===== src/hdl/i2c_bitbang_master_assert.svh =====
// Assertion macros shared by the I2C bit-bang master RTL.
// Uses clk and rst_n of the module in which a macro is expanded.
`ifndef I2C_BITBANG_MASTER_ASSERT_SVH
`define I2C_BITBANG_MASTER_ASSERT_SVH

`ifndef SYNTH
// Condition holds in the same cycle as the trigger
`define I2CBB_ASSERT_SAME(lbl, trig, cond) \
    lbl: assert property (@(posedge clk) disable iff (!rst_n) (trig) |-> (cond)) \
        else $error("i2cbb assertion failed");
// Condition holds in the cycle after the trigger
`define I2CBB_ASSERT_NEXT(lbl, trig, cond) \
    lbl: assert property (@(posedge clk) disable iff (!rst_n) (trig) |=> (cond)) \
        else $error("i2cbb assertion failed");
`else
`define I2CBB_ASSERT_SAME(lbl, trig, cond)
`define I2CBB_ASSERT_NEXT(lbl, trig, cond)
`endif

`endif


===== src/hdl/i2cbb_pkg.sv =====
// Package for the I2C bit-bang master: payload and config types, codes, defaults.
// No dependencies.
package i2cbb_pkg;

    localparam int QUEUE_DEPTH_DEF = 4;

    localparam logic [15:0] STEP_TICKS_RST = 16'd4;
    localparam logic [15:0] POLL_TICKS_RST = 16'd2;
    localparam logic [7:0]  POLL_LIMIT_RST = 8'd250;
    localparam logic [3:0]  BITS_PER_BYTE  = 4'd8;

    typedef enum logic [1:0] {
        FUNC_START = 2'd0,
        FUNC_STOP  = 2'd1,
        FUNC_WRITE = 2'd2,
        FUNC_READ  = 2'd3
    } func_t;

    typedef enum logic [1:0] {
        REG_STEP_TICKS = 2'd0,
        REG_POLL_TICKS = 2'd1,
        REG_POLL_LIMIT = 2'd2
    } cfg_idx_t;

    typedef enum logic [4:0] {
        PH_IDLE = 5'd0,
        PH_ST1  = 5'd1,
        PH_ST2  = 5'd2,
        PH_SP1  = 5'd3,
        PH_SP2  = 5'd4,
        PH_SP3  = 5'd5,
        PH_WB_D = 5'd6,
        PH_WB_H = 5'd7,
        PH_WB_L = 5'd8,
        PH_RA_R = 5'd9,
        PH_RA_H = 5'd10,
        PH_RA_P = 5'd11,
        PH_RB_L = 5'd12,
        PH_RB_H = 5'd13,
        PH_RB_E = 5'd14,
        PH_AK_D = 5'd15,
        PH_AK_H = 5'd16
    } phase_t;

    typedef struct packed {
        logic       cmd_valid;
        logic [1:0] func;
        logic [7:0] tx_byte;
        logic       nack_after_read;
        logic       sda_in;
    } cmd_t;

    typedef struct packed {
        logic       scl_out;
        logic       sda_release;
        logic       busy_res;
        logic       done_res;
        logic [7:0] rx_byte;
        logic       ack_error;
    } res_t;

    typedef struct packed {
        logic [15:0] step_ticks;
        logic [15:0] poll_ticks;
        logic [7:0]  ack_poll_limit;
    } cfg_t;

endpackage


===== src/hdl/i2cbb_if.sv =====
// Channel interfaces of the I2C bit-bang master: command, result, config write.
// Depends on i2cbb_pkg.
interface i2cbb_cmd_if;
    logic             valid;
    logic             ready;
    i2cbb_pkg::cmd_t  data;
    modport source (output valid, output data, input ready);
    modport sink   (input valid, input data, output ready);
endinterface

interface i2cbb_res_if;
    logic             valid;
    logic             ready;
    i2cbb_pkg::res_t  data;
    modport source (output valid, output data, input ready);
    modport sink   (input valid, input data, output ready);
endinterface

interface i2cbb_cfg_if;
    logic        valid;
    logic        ready;
    logic [1:0]  idx;
    logic [15:0] wdata;
    modport source (output valid, output idx, output wdata, input ready);
    modport sink   (input valid, input idx, input wdata, output ready);
endinterface


===== src/hdl/i2c_bitbang_master.sv =====
// I2C bit-bang master top level: config registers, command queue and bus engine.
// Depends on i2cbb_pkg, i2cbb_if, i2cbb_queue and i2cbb_engine.
//
// Usage: every item on the cmd channel is one timing tick. It carries the
// sampled SDA level and, optionally, a command (start, stop, write byte,
// read byte) that is taken only while the engine is idle. For every item
// exactly one result appears on the res channel, in order, giving the SCL
// and SDA line levels, busy and done flags, the last received byte and the
// ACK error flag. Delays are counted in ticks set through the cfg channel
// (step ticks, poll ticks, ACK poll limit), which is always ready and
// should be written only while no command is running.
// Throughput: one item per cycle while the res channel takes results, as the
// engine's sequencer advances by one tick on each accepted item.
// Reset: both lines released high, engine idle, config back to 4, 2, 250.
// Stall: results wait in the engine's output register, items collect in
// the command queue, and cmd.ready drops once the queue is full.
module i2c_bitbang_master #(
    parameter int QUEUE_DEPTH = i2cbb_pkg::QUEUE_DEPTH_DEF
) (
    input  logic         clk,
    input  logic         rst_n,
    i2cbb_cmd_if.sink    cmd,
    i2cbb_res_if.source  res,
    i2cbb_cfg_if.sink    cfg
);
    import i2cbb_pkg::*;

    cfg_t  cfg_reg;

    i2cbb_cmd_if q_ch ();

    assign cfg.ready = 1'b1;

    // Register writes; indexes beyond the list are dropped
    always_ff @(posedge clk or negedge rst_n)
    begin
        if (!rst_n)
        begin
            cfg_reg.step_ticks     <= STEP_TICKS_RST;
            cfg_reg.poll_ticks     <= POLL_TICKS_RST;
            cfg_reg.ack_poll_limit <= POLL_LIMIT_RST;
        end
        else if (cfg.valid && cfg.ready)
        begin
            unique case (cfg.idx)
                REG_STEP_TICKS: cfg_reg.step_ticks     <= cfg.wdata;
                REG_POLL_TICKS: cfg_reg.poll_ticks     <= cfg.wdata;
                REG_POLL_LIMIT: cfg_reg.ack_poll_limit <= cfg.wdata[7:0];
                default:        cfg_reg                <= cfg_reg;
            endcase
        end
    end

    i2cbb_queue #(
        .DEPTH (QUEUE_DEPTH)
    ) u_queue (
        .clk    (clk),
        .rst_n  (rst_n),
        .in_ch  (cmd),
        .out_ch (q_ch.source)
    );

    i2cbb_engine u_engine (
        .clk    (clk),
        .rst_n  (rst_n),
        .cfg    (cfg_reg),
        .in_ch  (q_ch.sink),
        .res_ch (res)
    );

endmodule


===== src/hdl/i2cbb_queue.sv =====
// Front part: accepts command items into a short FIFO towards the bus engine.
// Depends on i2cbb_pkg, i2cbb_if and the assertion macro header.
`include "i2c_bitbang_master_assert.svh"

module i2cbb_queue #(
    parameter int DEPTH = i2cbb_pkg::QUEUE_DEPTH_DEF
) (
    input  logic             clk,
    input  logic             rst_n,
    i2cbb_cmd_if.sink        in_ch,
    i2cbb_cmd_if.source      out_ch
);
    import i2cbb_pkg::*;

    localparam int PW = (DEPTH > 1) ? $clog2(DEPTH) : 1;
    localparam int CW = $clog2(DEPTH + 1);
    localparam logic [PW-1:0] LAST_PTR = PW'(DEPTH - 1);
    localparam logic [CW-1:0] FULL_CNT = CW'(DEPTH);

    cmd_t            mem [DEPTH];
    logic [PW-1:0]   wr_ptr_reg, wr_ptr_next;
    logic [PW-1:0]   rd_ptr_reg, rd_ptr_next;
    logic [CW-1:0]   count_reg, count_next;
    logic            push, pop;

    assign in_ch.ready  = (count_reg != FULL_CNT);
    assign out_ch.valid = (count_reg != '0);
    assign out_ch.data  = mem[rd_ptr_reg];

    assign push = in_ch.valid && in_ch.ready;
    assign pop  = out_ch.valid && out_ch.ready;

    // Advance pointers with wrap and track fill level
    always_comb
    begin
        wr_ptr_next = wr_ptr_reg;
        rd_ptr_next = rd_ptr_reg;
        count_next  = count_reg;
        if (push)
        begin
            wr_ptr_next = (wr_ptr_reg == LAST_PTR) ? '0 : wr_ptr_reg + 1'b1;
        end
        if (pop)
        begin
            rd_ptr_next = (rd_ptr_reg == LAST_PTR) ? '0 : rd_ptr_reg + 1'b1;
        end
        if (push && !pop)
        begin
            count_next = count_reg + 1'b1;
        end
        else if (pop && !push)
        begin
            count_next = count_reg - 1'b1;
        end
    end

    always_ff @(posedge clk or negedge rst_n)
    begin
        if (!rst_n)
        begin
            wr_ptr_reg <= '0;
            rd_ptr_reg <= '0;
            count_reg  <= '0;
        end
        else
        begin
            wr_ptr_reg <= wr_ptr_next;
            rd_ptr_reg <= rd_ptr_next;
            count_reg  <= count_next;
        end
    end

    // Store incoming transaction
    always_ff @(posedge clk)
    begin
        if (push)
        begin
            mem[wr_ptr_reg] <= in_ch.data;
        end
    end

    `I2CBB_ASSERT_NEXT(a_no_overflow, count_reg == FULL_CNT && !pop, count_reg == FULL_CNT)
    `I2CBB_ASSERT_NEXT(a_push_lands, push && !pop, count_reg == $past(count_reg) + 1'b1)
    `I2CBB_ASSERT_SAME(a_ptr_range, 1'b1, wr_ptr_reg <= LAST_PTR && rd_ptr_reg <= LAST_PTR)

endmodule


===== src/hdl/i2cbb_engine.sv =====
// Back part: runs the I2C bus sequence one tick per item, registers each result.
// Depends on i2cbb_pkg, i2cbb_if and the assertion macro header.
`include "i2c_bitbang_master_assert.svh"

module i2cbb_engine (
    input  logic             clk,
    input  logic             rst_n,
    input  i2cbb_pkg::cfg_t  cfg,
    i2cbb_cmd_if.sink        in_ch,
    i2cbb_res_if.source      res_ch
);
    import i2cbb_pkg::*;

    phase_t       phase_reg, phase_next;
    logic [15:0]  delay_count_reg, delay_count_next;
    logic [3:0]   bit_count_reg, bit_count_next;
    logic [7:0]   shift_reg, shift_next;
    logic [7:0]   poll_count_reg, poll_count_next;
    logic         scl_reg, scl_next;
    logic         sda_reg, sda_next;
    logic         error_reg, error_next;
    logic [7:0]   rx_hold_reg, rx_hold_next;
    logic         nack_reg, nack_next;
    logic         done_now;

    logic         out_valid_reg;
    res_t         out_data_reg;

    logic         step;
    logic [15:0]  step_eff, poll_eff, dc_dec;
    logic [3:0]   bc_inc;
    cmd_t         item;

    assign item        = in_ch.data;
    assign in_ch.ready = !out_valid_reg || res_ch.ready;
    assign step        = in_ch.valid && in_ch.ready;
    assign step_eff    = (cfg.step_ticks == '0) ? 16'd1 : cfg.step_ticks;
    assign poll_eff    = (cfg.poll_ticks == '0) ? 16'd1 : cfg.poll_ticks;
    assign dc_dec      = delay_count_reg - 1'b1;
    assign bc_inc      = bit_count_reg + 1'b1;

    // Next state of the bus sequencer for one tick
    always_comb
    begin
        phase_next       = phase_reg;
        delay_count_next = delay_count_reg;
        bit_count_next   = bit_count_reg;
        shift_next       = shift_reg;
        poll_count_next  = poll_count_reg;
        scl_next         = scl_reg;
        sda_next         = sda_reg;
        error_next       = error_reg;
        rx_hold_next     = rx_hold_reg;
        nack_next        = nack_reg;
        done_now         = 1'b0;
        if (phase_reg == PH_IDLE)
        begin
            if (item.cmd_valid)
            begin
                unique case (item.func)
                    FUNC_START:
                    begin
                        sda_next         = 1'b1;
                        scl_next         = 1'b1;
                        phase_next       = PH_ST1;
                        delay_count_next = step_eff;
                    end
                    FUNC_STOP:
                    begin
                        scl_next         = 1'b0;
                        sda_next         = 1'b0;
                        phase_next       = PH_SP1;
                        delay_count_next = step_eff;
                    end
                    FUNC_WRITE:
                    begin
                        bit_count_next   = '0;
                        scl_next         = 1'b0;
                        sda_next         = item.tx_byte[7];
                        shift_next       = {item.tx_byte[6:0], 1'b0};
                        phase_next       = PH_WB_D;
                        delay_count_next = step_eff;
                    end
                    FUNC_READ:
                    begin
                        sda_next         = 1'b1;
                        bit_count_next   = '0;
                        shift_next       = '0;
                        nack_next        = item.nack_after_read;
                        scl_next         = 1'b0;
                        phase_next       = PH_RB_L;
                        delay_count_next = step_eff;
                    end
                    default:
                    begin
                        phase_next = PH_IDLE;
                    end
                endcase
            end
        end
        else if (dc_dec != '0)
        begin
            delay_count_next = dc_dec;
        end
        else
        begin
            delay_count_next = step_eff;
            unique case (phase_reg)
                PH_ST1:
                begin
                    sda_next   = 1'b0;
                    phase_next = PH_ST2;
                end
                PH_ST2:
                begin
                    scl_next         = 1'b0;
                    phase_next       = PH_IDLE;
                    delay_count_next = '0;
                    done_now         = 1'b1;
                end
                PH_SP1:
                begin
                    scl_next   = 1'b1;
                    phase_next = PH_SP2;
                end
                PH_SP2:
                begin
                    sda_next   = 1'b1;
                    phase_next = PH_SP3;
                end
                PH_SP3:
                begin
                    phase_next       = PH_IDLE;
                    delay_count_next = '0;
                    done_now         = 1'b1;
                end
                PH_WB_D:
                begin
                    scl_next   = 1'b1;
                    phase_next = PH_WB_H;
                end
                PH_WB_H:
                begin
                    scl_next   = 1'b0;
                    phase_next = PH_WB_L;
                end
                PH_WB_L:
                begin
                    bit_count_next = bc_inc;
                    if (bc_inc < BITS_PER_BYTE)
                    begin
                        sda_next   = shift_reg[7];
                        shift_next = {shift_reg[6:0], 1'b0};
                        phase_next = PH_WB_D;
                    end
                    else
                    begin
                        sda_next        = 1'b1;
                        poll_count_next = '0;
                        phase_next      = PH_RA_R;
                    end
                end
                PH_RA_R:
                begin
                    scl_next   = 1'b1;
                    phase_next = PH_RA_H;
                end
                PH_RA_H, PH_RA_P:
                begin
                    if (!item.sda_in)
                    begin
                        // ACK seen: drop SCL and finish cleanly
                        scl_next         = 1'b0;
                        error_next       = 1'b0;
                        phase_next       = PH_IDLE;
                        delay_count_next = '0;
                        done_now         = 1'b1;
                    end
                    else if (poll_count_reg >= cfg.ack_poll_limit)
                    begin
                        // Timed out: flag and run a stop sequence
                        error_next = 1'b1;
                        scl_next   = 1'b0;
                        sda_next   = 1'b0;
                        phase_next = PH_SP1;
                    end
                    else
                    begin
                        poll_count_next  = poll_count_reg + 1'b1;
                        phase_next       = PH_RA_P;
                        delay_count_next = poll_eff;
                    end
                end
                PH_RB_L:
                begin
                    scl_next       = 1'b1;
                    shift_next     = {shift_reg[6:0], item.sda_in};
                    bit_count_next = bc_inc;
                    phase_next     = PH_RB_H;
                end
                PH_RB_H:
                begin
                    scl_next   = 1'b0;
                    phase_next = (bit_count_reg < BITS_PER_BYTE) ? PH_RB_L : PH_RB_E;
                end
                PH_RB_E:
                begin
                    scl_next   = 1'b0;
                    sda_next   = nack_reg;
                    phase_next = PH_AK_D;
                end
                PH_AK_D:
                begin
                    scl_next   = 1'b1;
                    phase_next = PH_AK_H;
                end
                PH_AK_H:
                begin
                    scl_next         = 1'b0;
                    rx_hold_next     = shift_reg;
                    phase_next       = PH_IDLE;
                    delay_count_next = '0;
                    done_now         = 1'b1;
                end
                default:
                begin
                    phase_next       = PH_IDLE;
                    delay_count_next = '0;
                end
            endcase
        end
    end

    // Hold sequencer state, advance only on an accepted tick
    always_ff @(posedge clk or negedge rst_n)
    begin
        if (!rst_n)
        begin
            phase_reg       <= PH_IDLE;
            delay_count_reg <= '0;
            bit_count_reg   <= '0;
            shift_reg       <= '0;
            poll_count_reg  <= '0;
            scl_reg         <= 1'b1;
            sda_reg         <= 1'b1;
            error_reg       <= 1'b0;
            rx_hold_reg     <= '0;
            nack_reg        <= 1'b0;
        end
        else if (step)
        begin
            phase_reg       <= phase_next;
            delay_count_reg <= delay_count_next;
            bit_count_reg   <= bit_count_next;
            shift_reg       <= shift_next;
            poll_count_reg  <= poll_count_next;
            scl_reg         <= scl_next;
            sda_reg         <= sda_next;
            error_reg       <= error_next;
            rx_hold_reg     <= rx_hold_next;
            nack_reg        <= nack_next;
        end
    end

    // Output register: load a result per tick, hold it while the sink stalls
    always_ff @(posedge clk or negedge rst_n)
    begin
        if (!rst_n)
        begin
            out_valid_reg <= 1'b0;
        end
        else if (in_ch.ready)
        begin
            out_valid_reg <= step;
        end
    end

    always_ff @(posedge clk)
    begin
        if (step)
        begin
            out_data_reg.scl_out     <= scl_next;
            out_data_reg.sda_release <= sda_next;
            out_data_reg.busy_res    <= (phase_next != PH_IDLE);
            out_data_reg.done_res    <= done_now;
            out_data_reg.rx_byte     <= rx_hold_next;
            out_data_reg.ack_error   <= error_next;
        end
    end

    assign res_ch.valid = out_valid_reg;
    assign res_ch.data  = out_data_reg;

    `I2CBB_ASSERT_SAME(a_delay_armed, phase_reg != PH_IDLE, delay_count_reg != '0)
    `I2CBB_ASSERT_SAME(a_bit_range, 1'b1, bit_count_reg <= BITS_PER_BYTE)
    `I2CBB_ASSERT_NEXT(a_done_idle, step && done_now, phase_reg == PH_IDLE && !res_ch.data.busy_res)
    `I2CBB_ASSERT_NEXT(a_result_follows, step, res_ch.valid)

endmodule


===== src/flat_wrapper.sv =====
// flat-port wrapper written by rule: the top's interface ports become plain ports
module i2c_bitbang_master_flat import i2cbb_pkg::*;
#(
    parameter int QUEUE_DEPTH = i2cbb_pkg::QUEUE_DEPTH_DEF
)
  (clk, rst_n, cmd_valid, cmd_data, cmd_ready, res_valid, res_data, res_ready, cfg_valid, cfg_idx, cfg_wdata, cfg_ready);
  i2cbb_cmd_if cmd_i ();
  i2cbb_res_if res_i ();
  i2cbb_cfg_if cfg_i ();
  input  logic clk;
  input  logic rst_n;
  input wire logic [$bits(cmd_i.valid)-1:0] cmd_valid;
  input wire logic [$bits(cmd_i.data)-1:0] cmd_data;
  output wire logic [$bits(cmd_i.ready)-1:0] cmd_ready;
  output wire logic [$bits(res_i.valid)-1:0] res_valid;
  output wire logic [$bits(res_i.data)-1:0] res_data;
  input wire logic [$bits(res_i.ready)-1:0] res_ready;
  input wire logic [$bits(cfg_i.valid)-1:0] cfg_valid;
  input wire logic [$bits(cfg_i.idx)-1:0] cfg_idx;
  input wire logic [$bits(cfg_i.wdata)-1:0] cfg_wdata;
  output wire logic [$bits(cfg_i.ready)-1:0] cfg_ready;
  assign cmd_i.valid = cmd_valid;
  assign cmd_i.data = cmd_data;
  assign cmd_ready = cmd_i.ready;
  assign res_valid = res_i.valid;
  assign res_data = res_i.data;
  assign res_i.ready = res_ready;
  assign cfg_i.valid = cfg_valid;
  assign cfg_i.idx = cfg_idx;
  assign cfg_i.wdata = cfg_wdata;
  assign cfg_ready = cfg_i.ready;
  i2c_bitbang_master #(.QUEUE_DEPTH(QUEUE_DEPTH)) u_core (.clk(clk), .rst_n(rst_n), .cmd(cmd_i), .res(res_i), .cfg(cfg_i));
endmodule

===== config.mk =====
export PLATFORM = sky130hd
export DESIGN_NAME = i2c_bitbang_master_flat
export DESIGN_NICKNAME = d
export VERILOG_FILES = /design/src/hdl/i2cbb_pkg.sv /design/src/hdl/i2cbb_if.sv /design/src/hdl/i2c_bitbang_master.sv /design/src/hdl/i2cbb_queue.sv /design/src/hdl/i2cbb_engine.sv /design/src/flat_wrapper.sv
export VERILOG_INCLUDE_DIRS = /design/src /design/src/hdl
export SDC_FILE = /design/constraint.sdc
export NUM_CORES = 1
export LEC_CHECK = 0
export BUFFER_PORTS_ARGS = -buffer_cell sky130_fd_sc_hd__buf_2
export CAP_MARGIN = 15
export CORE_MARGIN = 1.5
export CORE_UTILIZATION = 55
export DETAILED_ROUTE_END_ITERATION = 7
export HOLD_SLACK_MARGIN = 0.05
export PLACE_DENSITY_LB_ADDON = 0.05
export RECOVER_POWER = 25
export SLEW_MARGIN = 15
export SYNTH_ARGS = -nofsm -noshare
export SYNTH_HDL_FRONTEND = slang
export SYNTH_HIERARCHICAL = 1
export SYNTH_SLANG_ARGS = --single-unit

===== constraint.sdc =====
create_clock -name clk -period 2.7 [get_ports clk]
set_clock_uncertainty 0.1 [all_clocks]
set_input_delay 0.54 -clock clk [delete_from_list [all_inputs] [get_ports clk]]
set_output_delay 0.54 -clock clk [all_outputs]
set_load 0.02 [all_outputs]

# Yosys cells after proc, flatten, opt, wreduce, memory -nomap -nowiden
# Memories as Yosys holds them, arrays and structs flattened.
# Cells that the tools add are included.
# word_totals
reg_bits	114
latch_bits	0
ram_bits	52
mem_bits_ro	0
elab_cells	171
mem_count	1
# op_classes
n_addsub	7
n_mul	0
div	0
magnitude_cmp	3
n_eq_ne	32
shift	0
muxes	64
bitwise	2
reduce_logical	39
# mem_list
memory	words	width	rd	rd_ports_with_merged_regs	write_ports	line_no	source
u_core.u_queue.mem	4	13	1	0	1	i2cbb_queue.sv:20	cmd_t mem [DEPTH];
# op_table
cell	count
$mux 16	8
$mux 8	10
$pmux 5 s12	1
$pmux 8 s2	3
$eq 5x4->1 const B	8
$logic_not 16->1	2
$mux 4	8
$pmux 16 s2	1
$eq 5x3->1 const B	4
$pmux 5 s4	1
$mux 1	19
$reduce_bool 16->1	1
$sub 16x1->16 const B	1
$mux 5	3
$reduce_or 11->1	1
$eq 2x2->1 const B	5
$eq 5x2->1 const B	2
$ne 2x2->1 const B	5
$reduce_or 2->1	5
$reduce_or 5->1	2
$add 8x1->8 const B	1
$ge 8x8->1	1
$lt 4x4->1 const B	2
$reduce_and 2->1	4
30 further kinds	49

# Longest topological paths before layout
# logic_depth
ltp_word	7
ltp_mapped	13
mapped_depth_nobuf	10

# Cells and area by module
# Netlist, hierarchy kept.
# by_module_without_submodules
module	n_inst	cells_per_inst	area_per_inst_um2	seq_area_each_um2
i2cbb_engine	1	511	4546.9	1744.2
i2cbb_queue	1	104	2316.0	1736.7
i2c_bitbang_master	1	87	1532.7	1011.0

# Worst setup path after synthesis
# No wires, ideal clock.
# synth_timing
path_type	reg-to-reg
from	reg u_core.u_queue.rd_ptr_reg[0]
to	reg u_core.u_engine.shift_reg[0]
arrival_ns	2.693
required_time_ns	2.471
setup_slack_ns	-0.222
path_stages_with_launch	14
path_cell_list	dfrtp_1 -> buf_2 -> buf_4 -> mux4_2 -> inv_1 -> ha_1 -> nor2_1 -> nor3_1 -> o21ai_4 -> or2_2 -> buf_4 -> buf_6 -> nand2_1 -> o21ai_0
# synth_rtl
item	line_no	source
from (decl)	i2cbb_queue.sv:22	logic [PW-1:0] rd_ptr_reg, rd_ptr_next;
from (signal assigned)	i2cbb_queue.sv:68	rd_ptr_reg <= rd_ptr_next;
to (signal assigned)	i2cbb_engine.sv:255	shift_reg <= shift_next;
to (decl)	i2cbb_engine.sv:17	logic [7:0] shift_reg, shift_next;

# Worst setup path after layout
# layout_timing
from	reg u_core/cfg_reg[4] in the netlist's numbering
to	reg u_core.u_engine.out_data_reg (netlist bit u_core/u_engine/res_ch.data[10]), data pin
# layout_between
elab_chain_cells	7
# layout_lines
item	line_no	source
from (decl)	i2c_bitbang_master.sv:28	cfg_t cfg_reg;
from (signal assigned)	i2c_bitbang_master.sv:49	default: cfg_reg <= cfg_reg;
$ge 8x8->1	i2cbb_engine.sv:179	else if (poll_count_reg >= cfg.ack_poll_limit)
$mux 4	i2cbb_engine.sv:179	
$mux 4	i2cbb_engine.sv:170	if (!item.sda_in)
$pmux 5 s12	i2cbb_engine.sv:108	unique case (phase_reg)
$mux 5	i2cbb_engine.sv:101	else if (dc_dec != '0)
$mux 5	i2cbb_engine.sv:56	if (phase_reg == PH_IDLE)
$reduce_bool 5->1	i2cbb_engine.sv:284	out_data_reg.busy_res <= (phase_next != PH_IDLE);
to (decl)	i2cbb_engine.sv:27	res_t out_data_reg;
# Every way passes these cells.
# A chain may end at the register's enable or synchronous reset.

==> flow_summary.toml <==
[grt]
antenna_found_initial = 0
grt_pass1_vias = 6065
grt-ovfl-total = 0
grt_pass1_wl_um = 31600
grtUsageTotal = 0.254
grt_max_degree = 79

[pwr]
power_density_nw_per_um2 = 882
sw_frac_of_total = 0.342
p_int_w = 0.00581
peakVddDrop_mv = 0.677
power.switching_w = 0.00302
leakage_nw = 4.02
pwr-share-comb = 0.334
seqPwrFrac = 0.399
finalPower_w = 0.00883
pwr-share-clk = 0.267

[min_path]
holdPathEnd = "u_core/cfg_reg[32]"
min_path_cells = 2
min_from = "cfg_wdata[8]"
hold_class = "in2reg"

[cts]
clk_latency_ns = 0.42
numClockSinks = 166
cts_htree_levels = 4
cts_tree = "yes"
root_buffer = "clkbuf_16"
cts_buffers = 17
cts.path.max_buffers = 2
clk_pin_slew_ns = 0.07

[sta]
hold_violations = 0
max_freq_mhz = 372
rsz0062_at_grt = "yes"
setup-violations-final = 0
maxSlewHeadroom = 0.108
tns_ns = 0
min_period_over_period = 0.995
drv_slew = 0
worst_pin_slew_ns = 1.34
fin_crit_ns = 2.69

[yosys]
syn_nets = 761
synthMostInstantiatedCell = "dfrtp_1"
yosys_warnings = 6
synth.distinct_cells = 80
syn_avg_cell_area_um2 = 12.0
ys_top_cells_by_area = "dfrtp_1 27%, edfxtp_1 23%, mux2_2 8.3%"
synthTopCellsByCount = "91 x dfrtp_1, 65 x edfxtp_1, 62 x mux2_2, 54 x nor2_1, 47 x nand2_1"
netlist_instances = 702
seq_area_frac_synth = 0.535
synth_top_area_cell = "dfrtp_1"
syn-cell-area_um2 = 8400
synth_edf_count = 65
synth_top_area_frac = 0.271
synthFlopType = "dfrtp_1"
ys_ff_latch = 166
async_flop_share = 0.608

[placement]
gp_congestion = 0.888
dpl_cell_area_um2 = 9130
port_buffers = 50
dp_cells = 958
dp_hpwl_um = 13600

[cells_and_area]
layout.nets = 863
final_cell_area_um2 = 10000
seqCellArea_um2 = 4490
multi_input_area_um2 = 3880
nFillCells = 1107
area_growth_pct = 19.3
largest_reg_flops = 52
final-instance-count-excl-fill = 1001
diodes = 0
layout-drive-gt1-share = 0.350

[critical_path]
crit_fanout = 3
reg2reg_to = "u_core/u_engine/res_ch.data[10]"
r2r_slack_ns = 0.01
start_kind = "flip-flop"
required_ns = 2.77
end_kind = "flip-flop"
rr_worst_depth = 10
crit_arrival_ns = 2.75
path_class = "reg2reg"
r2r-start = "u_core/cfg_reg[4]"

[detailed_routing]
route.vias.total = 6084
drt_pass1_iterations = 5
drt_iter0_drc = 511
wl_um = 19600
drc = 0
via_per_inst = 6.08
ant_nets = 0
post_drt_wl_per_cell_um = 19.6

[die]
design.core.area_um2 = 14700
start_util = 0.571
placementRows = 44
die-area_um2 = 16000
die_h_um = 127
fp.dieW_um = 127
ios = 52

[run]
drv_cap = 0

[run_status]
outcome = "completed"
[how the worst max path moves through the flow]
stage                                                   from                             endpoint  slack, ns  cells after the start
after floorplan                 u_core/u_queue/rd_ptr_reg[0]         u_core/u_engine/shift_reg[0]      0.004                     13
after global placement    u_core/u_engine/delay_count_reg[1]  u_core/u_engine/delay_count_reg[11]      -0.03                     11
after detailed placement                   u_core/cfg_reg[3]  u_core/u_engine/delay_count_reg[13]      -0.07                     12
after CTS                                  u_core/cfg_reg[3]  u_core/u_engine/delay_count_reg[13]      0.008                     12
after global routing                       u_core/cfg_reg[3]  u_core/u_engine/delay_count_reg[13]      -0.10                     12
final                                      u_core/cfg_reg[4]      u_core/u_engine/res_ch.data[10]       0.01                     10
[logic make-up after synthesis]
family / Yosys count / synth area share
AOI/OAI and AO/OA: 140 / 0.108
adders and majority gates: 23 / 0.0352
other: 1 / 0.000447
muxes: 79 / 0.124
DFF: 166 / 0.535
buffers and inverters: 55 / 0.0335
xor gates and xnor gates: 14 / 0.0155
and+or+nand+nor: 224 / 0.148
[repair_timing]
action,CTS,global route
hold buffers,1,0
gates cloned,0,2
gates resized for setup,17,41
hold endpoints to repair,22,0
pin swaps,4,30
buffers inserted,1,7
setup endpoints to repair,27,43
[per-stage QoR]
stage	utilization	hold slack, ns	worst slack, ns
finish	0.681	0.262	0.0138
global route	0.681	0.255	-0.102
CTS	0.666	0.217	0.00803
detailed placement	0.621	0.369	-0.0749
global placement	0.621	0.363	-0.0270
floorplan	-	0.144	0.00383
[worst max-delay path, cell delays in order (launching register included)]
cell      delay, ns
dfstp_2        0.53
inv_1          0.04
ha_1           0.27
o21a_1         0.13
a21oi_2        0.06
a211oi_2       0.32
nor3_2         0.14
buf_4          0.15
o21ai_0        0.18
o211ai_1       0.13
or3_1          0.38
[area by class of cell]
| class | count | area share |
|---|---|---|
| clock buffer | 18 | 0.0438 |
| clock inverter | 14 | 0.0145 |
| inverter | 20 | 0.00749 |
| multi-input combinational | 482 | 0.387 |
| sequential | 166 | 0.449 |
| tap | 184 | 0.0230 |
| timing repair buffer | 117 | 0.0757 |
[routing by layer]
metal / up-vias / global-route usage / routed length (um)
li1: 2824 / - / -
met1: 3051 / 0.358 / 9060
met2: 176 / 0.403 / 9320
met3: 33 / 0.0493 / 819
met4: 0 / 0.0744 / 395
met5: - / 0 / 0
[layout by cell type (no fill, tap or decap), drive strengths merged, types with 10 or more instances in the layout]
cell      n
nor4     10
o21ai    51
a21oi    31
nand3    19
nor2     56
nand2    48
clkbuf   34
inv      23
mux2     64
nor3b    10
edfxtp   65
ha       22
dfstp    10
mux4     13
and3     11
nor3     21
dfrtp    91
buf     100
[power by group through the flow]
| stage | Sequential (W) | Combinational, W | Clock [W] |
|---|---|---|---|
| 2_1_floorplan | 0.00350 | 0.00187 | 0 |
| 3_3_place_gp | 0.00354 | 0.00270 | 0 |
| 3_5_place_dp | 0.00356 | 0.00277 | 0 |
| 4_1_cts | 0.00352 | 0.00282 | 0.00241 |
| 5_1_grt | 0.00357 | 0.00321 | 0.00251 |
| 6_report | 0.00353 | 0.00295 | 0.00236 |
Note: power is estimated with default switching activity, not from simulation.
